==> config.mk <==
export PLATFORM = sky130hd
export DESIGN_NAME = psh_queue
export DESIGN_NICKNAME = d
export VERILOG_FILES = /design/src/rtl/path_string_hash_defines.svh /design/src/rtl/psh_pkg.sv /design/src/rtl/psh_queue.sv
export SDC_FILE = /design/constraint.sdc
export NUM_CORES = 1
export LEC_CHECK = 0
export BUFFER_PORTS_ARGS = -buffer_cell sky130_fd_sc_hd__buf_2
export CAP_MARGIN = 10
export CORE_ASPECT_RATIO = 1.4
export CORE_UTILIZATION = 54
export DETAILED_ROUTE_END_ITERATION = 10
export PLACE_DENSITY = 0.69
export RECOVER_POWER = 50
export SLEW_MARGIN = 20
export SYNTH_ARGS = -nofsm -noshare
export SYNTH_HDL_FRONTEND = slang
export SYNTH_SLANG_ARGS = --single-unit
==> constraint.sdc <==
create_clock -name clock -period 17.26 [get_ports clock]
set_input_delay 3.452 -clock clock [delete_from_list [all_inputs] [get_ports clock]]
set_output_delay 3.452 -clock clock [all_outputs]
set_load 0.005 [all_outputs]
==> src/rtl/path_string_hash_defines.svh <==
// Assertion macros for the path string hash block.
// Included by the files that carry concurrent checks; depends on nothing else.
`ifndef PATH_STRING_HASH_DEFINES_SVH
`define PATH_STRING_HASH_DEFINES_SVH
`ifndef SYNTHESIS
`define PSH_ASSERT(label, clk, rst, prop) \
   label: assert property (@(posedge clk) disable iff (rst) prop) \
      else $error("path_string_hash: check failed");
`define PSH_ASSERT_ALWAYS(label, clk, prop) \
   label: assert property (@(posedge clk) prop) \
      else $error("path_string_hash: check failed");
`else
`define PSH_ASSERT(label, clk, rst, prop)
`define PSH_ASSERT_ALWAYS(label, clk, prop)
`endif
`endif

==> src/rtl/psh_pkg.sv <==
// Package for the path string hash block: constants, queue entry type and
// word classification helpers. Depends on nothing.
`default_nettype none
package psh_pkg;

   localparam int WORD_W = 32;
   localparam int HASH_W = 64;

   localparam logic [31:0] BSL_PATTERN  = 32'h5C5C_5C5C;
   localparam logic [31:0] CASE_MASK    = 32'hDFDF_DFDF;
   localparam logic [31:0] ONES_BYTES   = 32'h0101_0101;
   localparam logic [31:0] HIGH_BITS    = 32'h8080_8080;
   localparam logic [31:0] BSL_TO_SLASH = 32'd45;
   localparam logic [43:0] WORD_MUL     = 44'hFB8_C4D9_6501;
   localparam logic [26:0] ACC_MUL      = 27'h633_D5F1;
   localparam logic [27:0] LEN_MUL_LO   = 28'h2AA_7333;
   localparam logic [27:0] LEN_MUL_HI   = 28'hAE5_0281;

   localparam logic [31:0] LOW_BYTE1 = 32'h0000_8000;
   localparam logic [31:0] LOW_BYTE2 = 32'h0080_0000;
   localparam logic [31:0] LOW_BYTE3 = 32'h8000_0000;

   // One classified request waiting for the accumulator.
   typedef struct packed {
      logic        last;
      logic [63:0] word_term;
      logic [63:0] len_term;
   } psh_entry_type;

   typedef struct packed {
      logic not_empty;
      logic full;
   } psh_qstat_type;

   // Backslash bytes become slash, then case is folded.
   function automatic logic [31:0] normalize_word(input logic [31:0] x);
      logic [31:0] t;
      logic [31:0] hits;
      t    = x ^ BSL_PATTERN;
      hits = ((~t) >> 7) & ((t - ONES_BYTES) >> 7) & ONES_BYTES;
      return (x - BSL_TO_SLASH * hits) & CASE_MASK;
   endfunction

   // High bit of a byte flags a zero byte; only the lowest flag is exact.
   function automatic logic [31:0] zero_flags(input logic [31:0] x);
      return (~x) & (x - ONES_BYTES) & HIGH_BITS;
   endfunction

endpackage
`default_nettype wire

==> src/rtl/psh_queue.sv <==
// Short queue between front and back ends, built from registers.
// Depends on psh_pkg.
`default_nettype none
module psh_queue #(
   parameter int DEPTH = 8
) (
   input  wire logic                        clock,
   input  wire logic                        reset,
   input  wire logic                        push,
   input  wire psh_pkg::psh_entry_type      push_entry,
   input  wire logic                        pop,
   output      psh_pkg::psh_entry_type      head,
   output      psh_pkg::psh_qstat_type      qstat,
   output      logic [$clog2(DEPTH+1)-1:0]  fill
);
   import psh_pkg::*;

   localparam int PTR_W  = (DEPTH > 1) ? $clog2(DEPTH) : 1;
   localparam int FILL_W = $clog2(DEPTH + 1);

   psh_entry_type      mem_ff [DEPTH];
   logic [PTR_W-1:0]   wr_ff, wr_in, rd_ff, rd_in;
   logic [FILL_W-1:0]  fill_ff, fill_in;

   always_comb begin
      wr_in   = wr_ff;
      rd_in   = rd_ff;
      fill_in = fill_ff;
      if (push) begin
         wr_in = (wr_ff == PTR_W'(DEPTH - 1)) ? '0 : wr_ff + PTR_W'(1);
      end
      if (pop) begin
         rd_in = (rd_ff == PTR_W'(DEPTH - 1)) ? '0 : rd_ff + PTR_W'(1);
      end
      if (push && !pop) begin
         fill_in = fill_ff + FILL_W'(1);
      end else if (pop && !push) begin
         fill_in = fill_ff - FILL_W'(1);
      end
   end

   always_ff @(posedge clock) begin
      if (reset) begin
         wr_ff   <= '0;
         rd_ff   <= '0;
         fill_ff <= '0;
      end else begin
         wr_ff   <= wr_in;
         rd_ff   <= rd_in;
         fill_ff <= fill_in;
      end
   end

   always_ff @(posedge clock) begin
      if (push) begin
         mem_ff[wr_ff] <= push_entry;
      end
   end

   assign head            = mem_ff[rd_ff];
   assign fill            = fill_ff;
   assign qstat.not_empty = (fill_ff != '0);
   assign qstat.full      = (fill_ff == FILL_W'(DEPTH));

endmodule
`default_nettype wire

# Word level (Yosys, flattened, before mapping)
# Memories as Yosys holds them, arrays and structs flattened. A register that Yosys moved wholly into a read port is not among the register bits.
# Cells that the tools add are included.
dict set report op_classes {
  eq_ne 3
  n_addsub 4
  n_mux 8
  reduce_logical 6
}
# op count
set op_table {}
lappend op_table {{$mux W3} 4}
lappend op_table {{$mux W4} 2}
lappend op_table {{$add A3 B1 Y3 const B} 2}
lappend op_table {{$eq A3 B3 Y1 const B} 2}
lappend op_table {{$add A4 B1 Y4 const B} 1}
lappend op_table {{$eq A4 B4 Y1 const B} 1}
lappend op_table {{$reduce_bool A4 Y1} 1}
lappend op_table {{$sub A4 B1 Y4 const B} 1}
lappend op_table {{$logic_and A1 B1 Y1} 2}
lappend op_table {{$logic_not A1 Y1} 2}
lappend op_table {{$mux W1} 2}
lappend op_table {{$reduce_bool A2 Y1} 1}
dict set report word_totals {
  wordCells 25
  out_inout_bits 135
  ramBits 1032
  ff_bits 10
  n_memories 1
  input_bits 133
}
# name depth width rd rd_ports_with_merged_regs write_ports line
set mem_list {}
lappend mem_list {mem_ff 8 129 1 1 1 psh_queue.sv:21} ;# psh_entry_type mem_ff [DEPTH];

# Longest topological paths before layout
dict set report depth {
  depth_word 4
  depth_mapped 8
  ltp_nobuf 8
}

# Worst setup path before layout
# No wires, ideal clock.
dict set report synth_timing {
  path_kind {input to register}
  from {input port push}
  to {memory mem_ff[0][0] in the netlist's numbering (enable)}
  path_buffers 0
  setup_ns 0.775
  arrival_ns 12.270
  stages 2
  slack_ns 4.215
  required_ns 16.485
  cell_sequence {nand2b_1 -> nor3_1}
}
dict set report synth_between {
  elab_chain_cells 2
}
# item line
set synth_lines {}
lappend synth_lines {{start, declared} psh_queue.sv:9} ;# input wire logic push,
lappend synth_lines {{$mux W1} psh_queue.sv:55} ;# if (push) begin
lappend synth_lines {{$mux W1 (not written as such)} psh_queue.sv:56} ;# mem_ff[wr_ff] <= push_entry;
lappend synth_lines {{end, declared} psh_queue.sv:21}
# No other way between the ends.

==> metrics.txt <==
initial antenna violation count 9; clock root cell clkbuf_16; final net count 2021; via count 17.2k; status complete, but fails checks; drt drc 0; IO Port Bufs 267; setup ws final 9.60 ns; Crit. End Element primary output; global-route wire length before repair 113000 um; Worst EP arrival 4.21 ns; Site Rows 117; max-slew violation count 73; num ports 268; Final min period 7.66 ns; Initial Utilization 0.547; share of layout cells above drive strength 1 0.300; Slew @ Worst Pin 2.93 ns; Core ar. 72800 um2; CP Launch Type register; Initial DRC Count 1146; crit path to head[102]; area grow syn2layout 12.9%; drt first pass iters 5; setup repair after global routing missed its margin false; Max-Slew Margin vs Limit -0.952; Synth Area in Compound Gates 0.00110; Post-Syn Instances 1565; Die X 231 um; setup tns final 0 ns; leading cell type in the layout, fill and taps excluded edfxtp_1; sequential-to-total area share from yosys stat 0.785; Setup WS pre-CTS 10.24 ns; post-synthesis mux area share 0.193; post-CTS setup buffers 0; CP max FO 77; Final Core Density 0.617; crit path kind reg -> out; Worst-path clk slew 0.06 ns; # setup viols final 0; Reg2Reg Depth 4; Worst-Skew Late Latency 0.67 ns; YS warnings 0; post-route insts no fill 2908; CTS tree done; vias in the first global route 18.2k; syn_area_per_cell 25.4 um2; H-Tree Depth 3; total CTS buffers 95; gr usage total 0.208; vias per inst 5.92; highest clock rate 0.131 GHz; Static Leak 0.0142 uW; post-synthesis xor/xnor area fraction 0.000440; pwr/cell area 116 nW/um2; peak supply drop 0.0000908 V; Placer Congestion 0.717; Tightest Hold Check Type reg -> reg; r2r setup slk 12.90 ns; Yosys reg bits 1045; failing checks capacitance limit, slew limit; Synth Area in Adders 0.00270; period utilization 0.444; dpl hpwl 39800 um; Max-Cap Viols 3; simple-gate portion of the synthesized area 0.00390; Post-Syn Area 39800 um2; pin count of the biggest net entering global routing 130; antenna-violating nets left 0; WL final 76200 um; Resized cells post-CTS 0; CTS sink count 1045; largest family of logic cells by synthesized area multiplexers; r2r startpoint wr_ff[0]; Die Ht 323 um; end of the worst register-to-register path mem_ff[0][100]; Cell variety after synth 31; Mapped Nets 1706; hold_buf cts 0; Setup Skew 0.0197 ns; residual overflow from global routing 0; most frequent cells in the layout 1032 x edfxtp_1, 154 x mux4_2, 151 x clkbuf_1; total placed cells including tap cells 2734; WP data required 13.81 ns; final hold vios 0; Avg WL per Cell 26.2 um; Clock Tree Buf Depth 3; Die ar. 74800 um2
-- area by class of cell --
type | count | area [um2]
flip-flops and latches | 1045 | 31300
multi-input cells | 443 | 8050
fillers | 4959 | 27800
diodes | 1 | 2.50
repair buffers | 292 | 1420
clock buffers | 113 | 2440
well taps | 952 | 1190
clock inverters | 59 | 547
inverters | 3 | 11.3
-- Yosys cell counts --
cell type	instances	area [um2]
dlymetal6s4s_1	1	12.5
clkbuf_1	22	82.6
a21oi_1	6	30.0
or4_1	1	7.51
nor2_1	19	71.3
buf_1	10	37.5
buf_8	3	45.0
mux2_2	130	1460
mux4_1	104	2730
buf_2	13	65.1
dlymetal6s2s_1	1	12.5
nor3_1	3	15.0
nor4b_1	1	8.76
ha_1	7	87.6
mux4_2	154	3470
fa_1	1	20.0
nor2b_1	1	6.26
mux2i_1	3	30.0
edfxtp_1	1032	31000
xor2_1	1	8.76
buf_4	1	7.51
a211oi_1	1	7.51
nand2_1	4	15.0
nand2b_1	3	18.8
nand3b_1	1	7.51
a31oi_1	1	6.26
nand3_1	1	5.00
inv_1	3	11.3
buf_6	23	259
dfxtp_1	13	260
xnor2_1	1	8.76
-- metal layers --
metal,wire (um),vias up,GRT usage
li1,-,7451,-
met1,30800,9209,0.271
met2,39300,409,0.351
met3,4690,114,0.0489
met4,1370,18,0.0606
met5,120,-,0
-- sequential cells by signal, indices dropped and copies added (netlist names), named ones only --
| register | cells |
|---|---|
| mem_ff | 1032 |
| wr_ff | 3 |
| rd_ff | 3 |
| fill | 4 |
-- power by group --
| group | internal [uW] | switching (uW) |
|---|---|---|
| Clock | 1140 | 890 |
| Sequential | 2840 | 20.7 |
| Combinational | 155 | 162 |
-- critical path: stages (launching register included) --
cell and delay [ns]:
dfxtp_4 0.75, buf_4 0.85, buf_4 0.93, mux4_2 0.41
mux2_2 0.31, buf_2 0.14
-- kinds of logic (layout without fill, tap and decap cells) --
group	Yosys count	count (layout)
AOI/OAI and AO/OA	8	8
xor gates and xnor gates	2	2
buffers and inverters	77	467
other	0	1
adders and majority gates	8	8
muxes	391	391
DFF	1045	1045
and+or+nand+nor	34	34
-- metrics by stage --
step,power (uW),hold slack [ns],area (um2)
after floorplan,3120,0.457,39800
final,5210,0.483,44900
after detailed placement,3250,0.479,42100
after global placement,3240,0.479,42100
after CTS,5270,0.489,45100
after global routing,5380,0.529,44900
-- worst min path at each step --
| stage | cells past startpoint | slack, ns | from | endpoint |
|---|---|---|---|---|
| after floorplan | 2 | 0.46 | rd_ff[1] | register |
| after global placement | 2 | 0.48 | rd_ff[1] | register |
| after detailed placement | 2 | 0.48 | rd_ff[1] | register |
| after CTS | 2 | 0.49 | rd_ff[1] | register |
| after global routing | 2 | 0.53 | rd_ff[1] | register |
| final | 2 | 0.48 | rd_ff[1] | register |
Note: power is estimated with default switching activity, not from simulation.
