File: config.mk
export PLATFORM = sky130hd
export DESIGN_NAME = psh_back_flat
export DESIGN_NICKNAME = d
export VERILOG_FILES = /design/src/rtl/path_string_hash_defines.svh /design/src/rtl/psh_pkg.sv /design/src/rtl/psh_if.sv /design/src/rtl/psh_back.sv /design/src/flat_wrapper.sv
export SDC_FILE = /design/constraint.sdc
export NUM_CORES = 2
export LEC_CHECK = 0
export BUFFER_PORTS_ARGS = -buffer_cell sky130_fd_sc_hd__clkbuf_2
export CELL_PAD_IN_SITES_DETAIL_PLACEMENT = 1
export CELL_PAD_IN_SITES_GLOBAL_PLACEMENT = 1
export CORE_AREA = 4 4 283 285
export CTS_CLUSTER_DIAMETER = 30
export DETAILED_ROUTE_END_ITERATION = 8
export DIE_AREA = 0 0 287 289
export PLACE_DENSITY = 0.85
export SYNTH_ARGS = -nofsm -noshare
export SYNTH_HDL_FRONTEND = slang
export SYNTH_SLANG_ARGS = --single-unit
File: constraint.sdc
create_clock -name clock -period 9.55 [get_ports clock]
set_input_delay 2.3875 -clock clock [delete_from_list [all_inputs] [get_ports clock]]
set_output_delay 2.3875 -clock clock [all_outputs]
set_load 0.02 [all_outputs]
File: src/rtl/path_string_hash_defines.svh
// Assertion macros for the path string hash block.
// Included by the files that carry concurrent checks; depends on nothing else.
`ifndef PATH_STRING_HASH_DEFINES_SVH
`define PATH_STRING_HASH_DEFINES_SVH
`ifndef SYNTHESIS
`define PSH_ASSERT(label, clk, rst, prop) \
   label: assert property (@(posedge clk) disable iff (rst) prop) \
      else $error("path_string_hash: check failed");
`define PSH_ASSERT_ALWAYS(label, clk, prop) \
   label: assert property (@(posedge clk) prop) \
      else $error("path_string_hash: check failed");
`else
`define PSH_ASSERT(label, clk, rst, prop)
`define PSH_ASSERT_ALWAYS(label, clk, prop)
`endif
`endif

File: src/rtl/psh_pkg.sv
// Package for the path string hash block: constants, queue entry type and
// word classification helpers. Depends on nothing.
`default_nettype none
package psh_pkg;

   localparam int WORD_W = 32;
   localparam int HASH_W = 64;

   localparam logic [31:0] BSL_PATTERN  = 32'h5C5C_5C5C;
   localparam logic [31:0] CASE_MASK    = 32'hDFDF_DFDF;
   localparam logic [31:0] ONES_BYTES   = 32'h0101_0101;
   localparam logic [31:0] HIGH_BITS    = 32'h8080_8080;
   localparam logic [31:0] BSL_TO_SLASH = 32'd45;
   localparam logic [43:0] WORD_MUL     = 44'hFB8_C4D9_6501;
   localparam logic [26:0] ACC_MUL      = 27'h633_D5F1;
   localparam logic [27:0] LEN_MUL_LO   = 28'h2AA_7333;
   localparam logic [27:0] LEN_MUL_HI   = 28'hAE5_0281;

   localparam logic [31:0] LOW_BYTE1 = 32'h0000_8000;
   localparam logic [31:0] LOW_BYTE2 = 32'h0080_0000;
   localparam logic [31:0] LOW_BYTE3 = 32'h8000_0000;

   // One classified request waiting for the accumulator.
   typedef struct packed {
      logic        last;
      logic [63:0] word_term;
      logic [63:0] len_term;
   } psh_entry_type;

   typedef struct packed {
      logic not_empty;
      logic full;
   } psh_qstat_type;

   // Backslash bytes become slash, then case is folded.
   function automatic logic [31:0] normalize_word(input logic [31:0] x);
      logic [31:0] t;
      logic [31:0] hits;
      t    = x ^ BSL_PATTERN;
      hits = ((~t) >> 7) & ((t - ONES_BYTES) >> 7) & ONES_BYTES;
      return (x - BSL_TO_SLASH * hits) & CASE_MASK;
   endfunction

   // High bit of a byte flags a zero byte; only the lowest flag is exact.
   function automatic logic [31:0] zero_flags(input logic [31:0] x);
      return (~x) & (x - ONES_BYTES) & HIGH_BITS;
   endfunction

endpackage
`default_nettype wire

File: src/rtl/psh_if.sv
// Valid/ready channel interfaces for requests and results.
// Depends on psh_pkg for the payload widths.
`default_nettype none


interface psh_rsp_if;
   logic                      valid;
   logic                      ready;
   logic [psh_pkg::HASH_W-1:0] hash_value;
   modport source (output valid, output hash_value, input ready);
   modport sink (input valid, input hash_value, output ready);
endinterface
`default_nettype wire

File: src/rtl/psh_back.sv
// Back end: runs the accumulator recurrence and holds the result register.
// Depends on psh_pkg and psh_if.
`default_nettype none
module psh_back (
   input  wire logic                    clock,
   input  wire logic                    reset,
   input  wire psh_pkg::psh_entry_type  head,
   input  wire psh_pkg::psh_qstat_type  qstat,
   output      logic                    pop,
   psh_rsp_if.source                    rsp_chan
);
   import psh_pkg::*;

   logic [63:0] acc_ff, acc_in;
   logic        rsp_valid_ff, rsp_valid_in;
   logic [63:0] hash_ff, hash_in;
   logic [58:0] prod_lo, prod_hi;
   logic [63:0] prod;
   logic [63:0] sum;

   // A string end may only leave when the result register frees up.
   assign pop = qstat.not_empty && (!head.last || !rsp_valid_ff || rsp_chan.ready);

   always_comb begin
      prod_lo = {27'd0, acc_ff[31:0]} * {32'd0, ACC_MUL};
      prod_hi = {27'd0, acc_ff[63:32]} * {32'd0, ACC_MUL};
      prod    = {5'd0, prod_lo} + {prod_hi[31:0], 32'd0};
      sum     = prod + head.word_term;
      acc_in       = acc_ff;
      hash_in      = hash_ff;
      rsp_valid_in = rsp_valid_ff && !rsp_chan.ready;
      if (pop) begin
         if (head.last) begin
            acc_in       = '0;
            hash_in      = sum - head.len_term;
            rsp_valid_in = 1'b1;
         end else begin
            acc_in = sum ^ {61'd0, sum[63:61]};
         end
      end
   end

   always_ff @(posedge clock) begin
      if (reset) begin
         acc_ff       <= '0;
         rsp_valid_ff <= 1'b0;
      end else begin
         acc_ff       <= acc_in;
         rsp_valid_ff <= rsp_valid_in;
      end
   end

   always_ff @(posedge clock) begin
      hash_ff <= hash_in;
   end

   assign rsp_chan.valid      = rsp_valid_ff;
   assign rsp_chan.hash_value = hash_ff;

endmodule
`default_nettype wire

File: src/flat_wrapper.sv
// flat-port wrapper written by rule: the top's interface ports become plain ports
module psh_back_flat import psh_pkg::*;
  (clock, reset, head, qstat, pop, rsp_chan_valid, rsp_chan_hash_value, rsp_chan_ready);
  psh_rsp_if rsp_chan_i ();
  input  wire logic clock;
  input  wire logic reset;
  input  wire psh_pkg::psh_entry_type head;
  input  wire psh_pkg::psh_qstat_type qstat;
  output      logic pop;
  output wire logic [$bits(rsp_chan_i.valid)-1:0] rsp_chan_valid;
  output wire logic [$bits(rsp_chan_i.hash_value)-1:0] rsp_chan_hash_value;
  input wire logic [$bits(rsp_chan_i.ready)-1:0] rsp_chan_ready;
  assign rsp_chan_valid = rsp_chan_i.valid;
  assign rsp_chan_hash_value = rsp_chan_i.hash_value;
  assign rsp_chan_i.ready = rsp_chan_ready;
  psh_back u_core (.clock(clock), .reset(reset), .head(head), .qstat(qstat), .pop(pop), .rsp_chan(rsp_chan_i));
endmodule
# After elaboration in Yosys (flattened, before gate mapping)
# Cells that the tools add are included.
[op_classes] addsub=3 mul=2 mux=3 bitwise_logic=1 n_reduce_logical=8
[op_table] operator="$add 59x64->64" count=1
[op_table] operator="$add 64x64->64" count=1
[op_table] operator="$mux 64" count=1
[op_table] operator="$sub 64x64->64" count=1
[op_table] operator="$xor 64x3->64" count=1
[op_table] operator="$mul 32x27->59 const B" count=1
[op_table] operator="$mul 32x27->32 const B" count=1
[op_table] operator="$logic_not 1->1" count=3
[op_table] operator="$logic_and 1x1->1" count=2
[op_table] operator="$logic_or 1x1->1" count=2
[op_table] operator="$mux 1" count=2
[op_table] operator="$reduce_and 2->1" count=1
[totals] ff_bits=129 input_bits=134 output_inout_bits=66 word_cells=20

# Longest topological paths before layout
[logic_depth] ltp_word=5 depth_mapped=42 ltp_nobuf=42

# Worst setup path after synthesis
# OpenSTA, ideal clock, no wires.
[synth_timing] kind="input -> register" startpoint="input port head[81] (netlist name)" endpoint="register u_core.hash_ff[58], in the netlist u_core.rsp_chan.hash_value[58], data pin" setup_time_ps=259 t_arrival_ps=8990 t_required_ps=9291 setup_slack_ps=301 cell_stages=29 n_path_buf=0 path_cell_list="fa_1 -> fa_1 -> inv_1 -> fa_1 -> inv_1 -> fa_1 -> ha_1 -> ha_1 -> a21o_1 -> a211o_1 -> and3b_1 -> a21oi_1 -> a21o_1 -> a21o_1 -> and2_1 -> o41a_1 -> xor2_1 -> ha_1 -> a21o_1 -> a21o_1 -> a21oi_1 -> o211ai_1 -> a31oi_1 -> o21ai_0 -> a21oi_1 -> o21ai_1 -> a21o_1 -> a21oi_1 -> xnor2_1"
[synth_between] elab_chain_cells=2
[synth_rtl] element="from (decl)" line_no="flat_wrapper.sv:7" rtl="input wire psh_pkg::psh_entry_type head;"
[synth_rtl] element="$add 64x64->64" line_no="psh_back.sv:28" rtl="sum = prod + head.word_term;"
[synth_rtl] element="$sub 64x64->64" line_no="psh_back.sv:35" rtl="hash_in = sum - head.len_term;"
[synth_rtl] element="to (signal assigned)" line_no="psh_back.sv:54" rtl="hash_ff <= hash_in;"
[synth_rtl] element="to (decl)" line_no="psh_back.sv:16" rtl="logic [63:0] hash_ff, hash_in;"
# No other way between the ends.
# A chain may end at the register's enable or synchronous reset.

# Final worst setup path
[layout_timing] startpoint="register u_core.acc_ff[15]" endpoint="register u_core.hash_ff[57], in the netlist u_core.rsp_chan.hash_value[57], data pin"
[layout_between] elab_chain_cells=4
[layout_rtl] element="from (decl)" line_no="psh_back.sv:14" rtl="logic [63:0] acc_ff, acc_in;"
[layout_rtl] element="from (signal assigned)" line_no="psh_back.sv:48" rtl="acc_ff <= acc_in;"
[layout_rtl] element="$mul 32x27->59" line_no="psh_back.sv:25" rtl="prod_lo = {27'd0, acc_ff[31:0]} * {32'd0, ACC_MUL};"
[layout_rtl] element="$add 59x64->64" line_no="psh_back.sv:27" rtl="prod = {5'd0, prod_lo} + {prod_hi[31:0], 32'd0};"
[layout_rtl] element="$add 64x64->64" line_no="psh_back.sv:28"
[layout_rtl] element="$sub 64x64->64" line_no="psh_back.sv:35"
# No other way between the ends.

==> flow_summary.ini <==
[floorplan]
num_rows = 102
fp.dieArea_um2 = 82900
core_um2 = 77300
ios = 200
die-height_um = 289
die_w_um = 287
start_util_pct = 45.9

[synthesis]
postSynthCellCount = 3710
seq_area_frac_synth_pct = 9.09
async_reset_ff_share_pct = 0
ys.flop_type = dfxtp_1
ys_ff_latch = 129
synth_area_per_cell_um2 = 9.56
syn_nets = 5091
synth_edf_count = 64
synthesis.area_um2 = 35500
synth.distinct_cells = 80
yosysWarnings = 0

[timing]
setup_viol = 11
fin_crit_ns = 9.75
fmax_mhz = 103
hold_viol = 0
fin_crit_sh_pct = 102
fin_tns_setup_ns = -1.24
slew_violations = 0
setup_slack_ns = -0.196
relSlewSlack_pct = 24.6
worst_pin_slew_ns = 1.13
whs_ns = 0.497
clock_skew_ns = 0.0234

[worst_setup_path]
slowest_delay_ns = 0.71
r2r_cells = 35
slowest_stage = fa_2
cp.required_ns = 9.76
rr_endpoint = u_core.rsp_chan.hash_value[57]
critPathTopFamily = adder cells
r2r-start = u_core.acc_ff[15]
crit_buf_inv = 9
startpoint_type = register
criticalPathCategory = reg2reg
endpoint_kind = register
critPathArrivalTime_ns = 9.96
critPathMaxFanout = 5
r2r_setup_slack_ns = -0.20

[worst_hold_path]
min-delay-start = u_core.acc_ff[63]
hold_path_depth = 2
hold_end = u_core.acc_ff[63]
hold_path.class = reg2reg

[clock_network]
clkSlewWorstSetupHoldPaths_ns = 0.08
clockBufferDepth = 2
cts_buffers = 17
root_buffer = clkbuf_16
clkLatencyLatePin_ns = 0.46
cts_sinks = 129
cts_tree = built
htreeDepth = 4

[finish]
final_nets = 5652
n_antenna_cell = 0
final_layout_size_suffix_gt1_share_pct = 20.5
final_util_pct = 54.5
layout.cells.non_filler = 5324
syn_to_final_growth_pct = 18.9

[drt]
ant_nets = 0
drt-wirelength-per-cell_um = 26.5
drt_iter0_drc = 2140
viasPerCell = 5.64
routed_wl_mm = 141
vias = 30015
drc = 0
first_pass_iters = 5

[global_routing]
grt_max_degree = 63
grt_pass1_vias = 34128
grt_first_pass_wirelength_mm = 201
antenna_found_initial = 1
grt_usage_pct = 32.5
grt-ovfl-total = 0

[placed_design]
io_buffer_count = 198
place_hpwl_mm = 117
dp_cells = 5260
place_congestion = 0.957

[status]
violations = negative setup slack
status = complete, but fails checks

[flow_run]
cap_viol_max_count = 0
==> area by class of cell <==
cell class,instances,area (um^2)
repair buffers,591,3990
fillers,8894,35200
clock inverters,15,106
clock buffers,17,425
well taps,1040,1300
multi-input cells,2292,28400
inverters,1240,4660
flip-flops and latches,129,3280
==> how the worst max path moves through the flow <==
stage,startpoint,depth (start not counted),end,slack (ns)
floorplan,head[81],29,u_core.rsp_chan.hash_value[58],0.30
global placement,head[82],30,u_core.rsp_chan.hash_value[61],-0.31
detailed placement,head[81],33,u_core.rsp_chan.hash_value[60],-0.53
CTS,u_core.acc_ff[17],38,u_core.rsp_chan.hash_value[63],0.0001
global route,u_core.acc_ff[15],39,u_core.rsp_chan.hash_value[63],-0.40
finish,u_core.acc_ff[15],35,u_core.rsp_chan.hash_value[57],-0.20
==> through the flow <==
stage          setup WS, ns  area, um^2
2_1_floorplan         0.301       35500
3_3_place_gp         -0.308       40300
3_5_place_dp         -0.530       40300
4_1_cts            0.000107       41100
5_1_grt              -0.402       42200
6_report             -0.196       42200
==> per-layer routing <==
metal  up-vias  track usage (%)  part of all wire, %
li1      12556                -                    -
met1     15269             35.0                   34
met2      1485             59.7                   50
met3       703             3.72                  5.8
met4         2             22.7                   10
met5         -                0                0.011
==> cell usage in the layout (no fill, tap or decap), drive strengths merged, types with 15 or more instances in the layout <==
cell,count
a22oi,51
edfxtp,64
nor2b,24
a21o,92
buf,393
clkbuf,215
xor2,51
ha,590
dfxtp,65
a21oi,147
xnor2,120
a31oi,21
o21bai,17
inv,1246
nor2,106
nand2,67
nand3,34
nand2b,24
o21ai,93
nand4,20
nor3,15
and3,19
fa,657
==> worst reg2reg max path, delay by kind of cell (launching register included) <==
family                     cells  cell delay, ns
adders and majority gates     10            4.80
AOI/OAI and AO/OA              8            1.73
and+or+nand+nor                6            1.24
buffers and inverters          9            1.00
DFF                            1            0.39
xor gates and xnor gates       2            0.34
==> synthesized netlist by cell type, types with 33 or more instances <==
library cell | count | area share [%]
a21o_1 | 92 | 1.9
a21oi_1 | 143 | 2.0
a22oi_1 | 51 | 1.1
clkbuf_1 | 33 | 0.35
dfxtp_1 | 65 | 3.7
edfxtp_1 | 64 | 5.4
fa_1 | 657 | 37
ha_1 | 590 | 21
inv_1 | 1240 | 13
nand2_1 | 67 | 0.71
nand3_1 | 34 | 0.48
nor2_1 | 106 | 1.1
o21ai_0 | 86 | 1.2
xnor2_1 | 119 | 2.9
xor2_1 | 50 | 1.2
==> repair_timing <==
item / CTS / global route
pin swaps: 13 / 101
hold buffers: 0 / 0
setup buffers: 7 / 25
cloned: 0 / 0
resized for setup: 61 / 219
endpoints found under the setup margin: 13 / 20
==> logic make-up after synthesis <==
logic type | Yosys count | synth area share [%]
adders and majority gates | 1247 | 57.9
DFF | 129 | 9.09
xor gates and xnor gates | 171 | 4.27
muxes | 1 | 0.0282
buffers and inverters | 1289 | 13.8
AOI/OAI and AO/OA | 528 | 10.1
and+or+nand+nor | 345 | 4.82
==> flip-flops by register name (all words and copies together), names as in the netlist <==
name                        flops
u_core.rsp_chan.hash_value     64
u_core.acc_ff                  64
u_core.rsp_chan.valid           1
Power is not shown: default switching activity piles up to over one toggle a cycle in this logic, so the estimate is an artifact.
