==> config.mk <==
export PLATFORM = sky130hd
export DESIGN_NAME = psh_front_flat
export DESIGN_NICKNAME = d
export VERILOG_FILES = /design/src/rtl/path_string_hash_defines.svh /design/src/rtl/psh_pkg.sv /design/src/rtl/psh_if.sv /design/src/rtl/psh_front.sv /design/src/flat_wrapper.sv
export SDC_FILE = /design/constraint.sdc
export NUM_CORES = 2
export LEC_CHECK = 0
export BUFFER_PORTS_ARGS = -buffer_cell sky130_fd_sc_hd__buf_2
export CAP_MARGIN = 15
export CELL_PAD_IN_SITES_DETAIL_PLACEMENT = 1
export CELL_PAD_IN_SITES_GLOBAL_PLACEMENT = 1
export CORE_ASPECT_RATIO = 0.8
export CORE_MARGIN = 2
export CORE_UTILIZATION = 45
export CTS_BUF_LIST = sky130_fd_sc_hd__clkbuf_2 sky130_fd_sc_hd__clkbuf_4 sky130_fd_sc_hd__clkbuf_8
export DETAILED_ROUTE_END_ITERATION = 10
export PLACE_DENSITY_LB_ADDON = 0.1
export SYNTH_ARGS = -nofsm -noshare
export SYNTH_HDL_FRONTEND = slang
export SYNTH_SLANG_ARGS = --single-unit
==> constraint.sdc <==
create_clock -name clock -period 15.8 [get_ports clock]
set_input_delay 0.79 -clock clock [delete_from_list [all_inputs] [get_ports clock]]
set_output_delay 0.79 -clock clock [all_outputs]
set_load 0.03 [all_outputs]
==> src/rtl/path_string_hash_defines.svh <==
// Assertion macros for the path string hash block.
// Included by the files that carry concurrent checks; depends on nothing else.
`ifndef PATH_STRING_HASH_DEFINES_SVH
`define PATH_STRING_HASH_DEFINES_SVH
`ifndef SYNTHESIS
`define PSH_ASSERT(label, clk, rst, prop) \
   label: assert property (@(posedge clk) disable iff (rst) prop) \
      else $error("path_string_hash: check failed");
`define PSH_ASSERT_ALWAYS(label, clk, prop) \
   label: assert property (@(posedge clk) prop) \
      else $error("path_string_hash: check failed");
`else
`define PSH_ASSERT(label, clk, rst, prop)
`define PSH_ASSERT_ALWAYS(label, clk, prop)
`endif
`endif

==> src/rtl/psh_pkg.sv <==
// Package for the path string hash block: constants, queue entry type and
// word classification helpers. Depends on nothing.
`default_nettype none
package psh_pkg;

   localparam int WORD_W = 32;
   localparam int HASH_W = 64;

   localparam logic [31:0] BSL_PATTERN  = 32'h5C5C_5C5C;
   localparam logic [31:0] CASE_MASK    = 32'hDFDF_DFDF;
   localparam logic [31:0] ONES_BYTES   = 32'h0101_0101;
   localparam logic [31:0] HIGH_BITS    = 32'h8080_8080;
   localparam logic [31:0] BSL_TO_SLASH = 32'd45;
   localparam logic [43:0] WORD_MUL     = 44'hFB8_C4D9_6501;
   localparam logic [26:0] ACC_MUL      = 27'h633_D5F1;
   localparam logic [27:0] LEN_MUL_LO   = 28'h2AA_7333;
   localparam logic [27:0] LEN_MUL_HI   = 28'hAE5_0281;

   localparam logic [31:0] LOW_BYTE1 = 32'h0000_8000;
   localparam logic [31:0] LOW_BYTE2 = 32'h0080_0000;
   localparam logic [31:0] LOW_BYTE3 = 32'h8000_0000;

   // One classified request waiting for the accumulator.
   typedef struct packed {
      logic        last;
      logic [63:0] word_term;
      logic [63:0] len_term;
   } psh_entry_type;

   typedef struct packed {
      logic not_empty;
      logic full;
   } psh_qstat_type;

   // Backslash bytes become slash, then case is folded.
   function automatic logic [31:0] normalize_word(input logic [31:0] x);
      logic [31:0] t;
      logic [31:0] hits;
      t    = x ^ BSL_PATTERN;
      hits = ((~t) >> 7) & ((t - ONES_BYTES) >> 7) & ONES_BYTES;
      return (x - BSL_TO_SLASH * hits) & CASE_MASK;
   endfunction

   // High bit of a byte flags a zero byte; only the lowest flag is exact.
   function automatic logic [31:0] zero_flags(input logic [31:0] x);
      return (~x) & (x - ONES_BYTES) & HIGH_BITS;
   endfunction

endpackage
`default_nettype wire

==> src/rtl/psh_if.sv <==
// Valid/ready channel interfaces for requests and results.
// Depends on psh_pkg for the payload widths.
`default_nettype none
interface psh_req_if;
   logic                      valid;
   logic                      ready;
   logic [psh_pkg::WORD_W-1:0] word;
   modport source (output valid, output word, input ready);
   modport sink (input valid, input word, output ready);
endinterface

`default_nettype wire

==> src/rtl/psh_front.sv <==
// Front end: accepts request words, classifies them, tracks the byte count
// and computes the word and length terms. Depends on psh_pkg and psh_if.
`default_nettype none
module psh_front #(
   parameter int DEPTH = 8
) (
   input  wire logic                            clock,
   input  wire logic                            reset,
   psh_req_if.sink                              req_chan,
   input  wire logic [$clog2(DEPTH+1)-1:0]      fill,
   output      logic                            push,
   output      psh_pkg::psh_entry_type          push_entry
);
   import psh_pkg::*;

   localparam int SUM_W  = $clog2(DEPTH + 3);

   logic        accept;
   logic [31:0] norm;
   logic [31:0] zf;
   logic [31:0] low;
   logic [31:0] below;
   logic [1:0]  nbytes;
   logic        last;

   logic [31:0] count_ff, count_in;
   logic        v1_ff, last1_ff;
   logic [31:0] n1_ff, n1_in, len1_ff, len1_in;
   logic        v2_ff, last2_ff;
   logic [59:0] wlo2_ff, whi2_ff, llo2_ff, lhi2_ff;
   logic [63:0] wsum;
   logic [SUM_W-1:0] pending;

   // Credit check: everything in flight must fit in the queue.
   assign pending = SUM_W'(fill) + SUM_W'(v1_ff) + SUM_W'(v2_ff);
   assign req_chan.ready = (pending < SUM_W'(DEPTH));
   assign accept = req_chan.valid && req_chan.ready;

   always_comb begin
      norm  = normalize_word(req_chan.word);
      zf    = zero_flags(req_chan.word);
      last  = (zf != 32'd0);
      low   = zf & (~zf + 32'd1);
      below = low - 32'd1;
      if (low == LOW_BYTE1) begin
         nbytes = 2'd1;
      end else if (low == LOW_BYTE2) begin
         nbytes = 2'd2;
      end else if (low == LOW_BYTE3) begin
         nbytes = 2'd3;
      end else begin
         nbytes = 2'd0;
      end
      n1_in   = last ? (norm & below) : norm;
      len1_in = count_ff + {30'd0, nbytes};
      count_in = count_ff;
      if (accept) begin
         count_in = last ? 32'd0 : count_ff + 32'd4;
      end
   end

   always_ff @(posedge clock) begin
      if (reset) begin
         count_ff <= '0;
         v1_ff    <= 1'b0;
         v2_ff    <= 1'b0;
      end else begin
         count_ff <= count_in;
         v1_ff    <= accept;
         v2_ff    <= v1_ff;
      end
   end

   // Payload stages; split products keep each multiplier near 32 bits.
   always_ff @(posedge clock) begin
      last1_ff <= last;
      n1_ff    <= n1_in;
      len1_ff  <= len1_in;
      last2_ff <= last1_ff;
      wlo2_ff  <= {16'd0, WORD_MUL} * {44'd0, n1_ff[15:0]};
      whi2_ff  <= {16'd0, WORD_MUL} * {44'd0, n1_ff[31:16]};
      llo2_ff  <= {28'd0, len1_ff} * {32'd0, LEN_MUL_LO};
      lhi2_ff  <= {28'd0, len1_ff} * {32'd0, LEN_MUL_HI};
   end

   assign wsum = {4'd0, wlo2_ff} + {whi2_ff[47:0], 16'd0};

   assign push                 = v2_ff;
   assign push_entry.last      = last2_ff;
   assign push_entry.word_term = {24'd0, wsum[63:24]};
   assign push_entry.len_term  = {4'd0, llo2_ff} + {lhi2_ff[35:0], 28'd0};

endmodule
`default_nettype wire

==> src/flat_wrapper.sv <==
// flat-port wrapper written by rule: the top's interface ports become plain ports
module psh_front_flat import psh_pkg::*;
#(
   parameter int DEPTH = 8
)
  (clock, reset, fill, push, push_entry, req_chan_valid, req_chan_word, req_chan_ready);
  psh_req_if req_chan_i ();
  input  wire logic clock;
  input  wire logic reset;
  input  wire logic [$clog2(DEPTH+1)-1:0] fill;
  output      logic push;
  output      psh_pkg::psh_entry_type push_entry;
  input wire logic [$bits(req_chan_i.valid)-1:0] req_chan_valid;
  input wire logic [$bits(req_chan_i.word)-1:0] req_chan_word;
  output wire logic [$bits(req_chan_i.ready)-1:0] req_chan_ready;
  assign req_chan_i.valid = req_chan_valid;
  assign req_chan_i.word = req_chan_word;
  assign req_chan_ready = req_chan_i.ready;
  psh_front #(.DEPTH(DEPTH)) u_core (.clock(clock), .reset(reset), .req_chan(req_chan_i), .fill(fill), .push(push), .push_entry(push_entry));
endmodule
Yosys cells after proc, flatten, opt, wreduce, memory -nomap -nowiden
Index checks and enable logic that the tools add are counted.
- register bits after elaboration: 302
- latch bits: 0
- RAM bits: 0
- bits in read-only memories: 0
- bits of input ports: 39
- output and inout bits: 131
- memories kept: 0
- add/subtract/negate cells: 11
- $mul: 5
- divide/modulo/power cells: 0
- $lt $le $gt $ge: 1
- eq/ne operators: 3
- shift-type cells: 0
- multiplexer cells: 5
- bitwise logic cells: 8
- reduce and logical (&&, ||, !) cells: 2
- operators by type and width (cell ; number):
    bitwise AND 32 bit ; 3
    inverter 32 bit ; 3
    adder 58 x 64 -> 64 bit ; 1
    adder 60 x 64 -> 64 bit ; 1
    two-way mux 32 bit ; 2
    subtractor 32 x 25 -> 32 bit (second input constant) ; 2
    multiplier 44 x 16 -> 60 bit (first input constant) ; 1
    multiplier 32 x 26 -> 58 bit (second input constant) ; 1
    multiplier 44 x 16 -> 48 bit (first input constant) ; 1
    multiplier 32 x 28 -> 36 bit (second input constant) ; 1
    adder 32 x 1 -> 32 bit (second input constant) ; 1
    adder 32 x 2 -> 32 bit ; 1
    adder 32 x 3 -> 32 bit (second input constant) ; 1
    == test 32 x 16 -> 1 bit (second input constant) ; 1
    == test 32 x 24 -> 1 bit (second input constant) ; 1
    == test 32 bit (second input constant) ; 1
    nonzero test 32 bit ; 1
    subtractor 32 x 1 -> 32 bit (second input constant) ; 1
    subtractor 32 bit ; 1
    multiplier 6 x 25 -> 31 bit (first input constant) ; 1
    bitwise AND 25 bit ; 1
    inverter 16 bit ; 1
    adder 4 x 1 -> 4 bit ; 2
    two-way mux 2 bit ; 3
    other kinds (2) ; 2

Longest topological paths before layout
- depth in word-level cells: 10
- gate-level depth with buffers: 25
- depth with buffers taken out: 24

Worst setup path before layout
No wires, ideal clock.
- path type: register to register
- from: register u_core.len1_ff[24]
- to: register u_core.llo2_ff[57]
- setup time: 0.116 ns
- arrival: 6.452 ns
- slack: 9.232 ns
- stages on the path, launching flop included: 24
- buffers on the path: 1
- period minus slack after synthesis: 6.568 ns
- path through: dfxtp_1 ha_1 fa_1 inv_1 fa_1 inv_1 fa_1 fa_1 fa_1 inv_1 fa_1 inv_1 ha_1 clkbuf_1 a21oi_1 o21ai_1 or2_2 nor3_1 o21ai_1 a221o_1 a31o_1 a31o_1 a2111o_1 o211a_1
- longest elaborated chain between the ends: 1
- ends and longest elaborated chain (item ; line ; source):
    start: declaration ; psh_front.sv:28 ; logic [31:0] n1_ff, n1_in, len1_ff, len1_in;
    start signal: assignment ; psh_front.sv:78 ; len1_ff <= len1_in;
    multiplier 32 x 26 -> 58 bit ; psh_front.sv:82 ; llo2_ff <= {28'd0, len1_ff} * {32'd0, LEN_MUL_LO};
    end signal: assignment ; psh_front.sv:82 ;
    end: declaration ; psh_front.sv:30 ; logic [59:0] wlo2_ff, whi2_ff, llo2_ff, lhi2_ff;
No other way between the ends.
A chain may end at the register's enable or synchronous reset.

Final worst setup path
- from: register u_core.len1_ff[9]
- to: register u_core.llo2_ff[54]
The elaborated chain is that of the path after synthesis.

==> out/results.ini <==
[outcome]
outcome = finished, final reports clean

[cts]
postCtsResizedCells = 0
cts_tree = built
clock_path_buffers = 3
cts_setup_buffers = 0
clockRootBuffer = clkbuf_8
insertion_delay_ns = 0.72
cts_buffers = 53
cts_htree_levels = 2
cts_hold_buf = 0
clk_pin_slew_worst_paths_ns = 0.06
cts.sinks = 278

[global_route]
grt_max_degree = 30
track_usage = 0.281
grt_overflow_total = 0
grt_pass1_vias = 35900
grt_pass1_wl_um = 223000
antenna_found_initial = 8

[logic_synthesis]
synth-edff-count = 0
ys_warn_count = 0
syn_area_um2 = 46400
yosysSeqAreaShare = 0.120
ys_types = 85
synth.top_cell.area_share = 0.307
synth_area_leaders = fa_1, ha_1, dfxtp_1, inv_1, xnor2_1
syn_inst = 4837
synth_flop_cell = dfxtp_1
synth_area_per_cell_um2 = 9.59
synth_async_sr_flop_share = 0
ys_ff_latch = 278
yosysTopAreaCell = fa_1

[final_layout]
final_cell_mix = inv_1, ha_1, fa_1
final_common_cell = inv_1
drive_gt1_frac = 0.0633
final_nets = 6616
area_growth_pct = 7.35

[sta]
fmax_mhz = 128
slew_headroom = 0.325
skew_ns = 0.0332
worst_pin_slew_ns = 1.01
rsz0062_at_grt = false
hold_viol = 0
min_period_ns = 7.82
setup_viol = 0
finalCritPeriodShare = 0.495
drv_slew = 0
setup_tns_ns = 0

[floorplanning]
core_um2 = 102000
rows = 105
dieArea_um2 = 106000
die_w_um = 363
num_io_pins = 170
die_h_um = 291
initial_utilization = 0.453

[route]
drt_iter0_drc = 2095
via_count = 33900
drtPass1Iterations = 5
vias_per_cell = 5.32
drc = 0
wl_per_cell_um = 23.0
drt-total-wl_um = 146000
drtAntennaViolNets = 0

[setup_path]
required_ns = 16.44
endpoint_kind = flop
start_kind = flop
worstPathMaxFanout = 8
criticalPathCategory = reg2reg
cp.arrival_ns = 8.47

[place]
hpwl_um = 131000
numPortBuffers = 145
gp_congestion = 1.02

[min_path]
worst_hold_path_type = in2reg

[job]
cap_violations = 0

==> logic make-up (layout without fill, tap and decap cells) <==
kind of cell | after synthesis | in the layout | synth area share
xor gates and xnor gates | 295 | 295 | 0.0557
adders and majority gates | 1593 | 1593 | 0.545
other | 1 | 26 | 0.0000809
buffers and inverters | 1331 | 1496 | 0.112
and+or+nand+nor | 686 | 686 | 0.0727
AOI/OAI and AO/OA | 653 | 653 | 0.0942
DFF | 278 | 278 | 0.120
==> per-stage QoR <==
stage                     hold WS [ns]  std cells  cell area (um2)  setup WS, ns   util
after floorplan                  0.310       4861            46500          9.23      -
after global placement           0.362       6266            48500          8.20  0.473
after detailed placement         0.373       6266            48500          8.09  0.473
after CTS                        0.215       6363            49800          8.04  0.486
after global routing             0.259       6364            49800          7.76  0.486
final                            0.284       6364            49800          7.98  0.486
==> worst max-delay path: stages, from the launching register on <==
cell and delay [ns]:
dfxtp_1 0.63, ha_1 0.30, inv_1 0.12, fa_1 0.62, inv_1 0.09, fa_1 0.54
inv_1 0.05, fa_1 0.49, fa_1 0.49, inv_1 0.05, fa_1 0.54, inv_1 0.06
fa_1 0.53, inv_1 0.04, ha_1 0.40, and3_1 0.28, nand4_1 0.12, nand4bb_1 0.28
a31oi_1 0.28, or4b_1 0.77, a311o_1 0.41, a31oi_1 0.20, nand3_1 0.10, a21oi_1 0.19
xnor2_1 0.13
==> worst paths after layout <==
check,start,end,slack [ns],cells after the start
hold / removal,reset,u_core.v1_ff,0.28,2
setup / recovery,u_core.len1_ff[9],u_core.llo2_ff[54],7.98,24
setup reg to reg,u_core.len1_ff[9],u_core.llo2_ff[54],7.98,24
hold reg to reg,u_core.count_ff[31],u_core.len1_ff[31],0.38,0
==> registers in the layout (all words and copies together), names as in the netlist <==
| register | flops |
|---|---|
| u_core.lhi2_ff | 36 |
| u_core.len1_ff | 32 |
| u_core.last1_ff | 1 |
| u_core.count_ff | 30 |
| u_core.n1_ff | 28 |
| u_core.llo2_ff | 57 |
| u_core.whi2_ff | 47 |
| u_core.wlo2_ff | 44 |
| u_core.v1_ff | 1 |
| u_core.last2_ff | 1 |
| u_core.push | 1 |
==> routing by layer <==
layer	wire length [um]	vias up	global-route usage	part of all wire
met5	58	-	0	0.00040
li1	-	15700	-	-
met4	1770	4	0.0353	0.012
met1	75100	17100	0.448	0.51
met3	14000	119	0.0827	0.096
met2	55400	993	0.375	0.38
==> cell type report <==
class | instances | area (um2)
Fill cell | 11800 | 52600
Sequential cell | 278 | 5570
Multi-Input combinational cell | 3252 | 35700
Antenna cell | 1 | 2.50
Timing Repair Buffer | 171 | 921
Clock buffer | 75 | 970
Inverter | 1228 | 4610
Clock inverter | 22 | 347
Tap cell | 1337 | 1670
==> cells in the mapped netlist (all sizes together) (59+ instances only) <==
| cell | number |
|---|---|
| a21o | 115 |
| a21oi | 189 |
| dfxtp | 278 |
| fa | 711 |
| ha | 882 |
| inv | 1228 |
| nand2 | 140 |
| nand3 | 59 |
| nor2 | 208 |
| o21ai | 108 |
| xnor2 | 206 |
| xor2 | 89 |
Power is left out: the tool's default activity adds up to more than one toggle a clock period on the data nets, which glitch-free logic cannot reach.
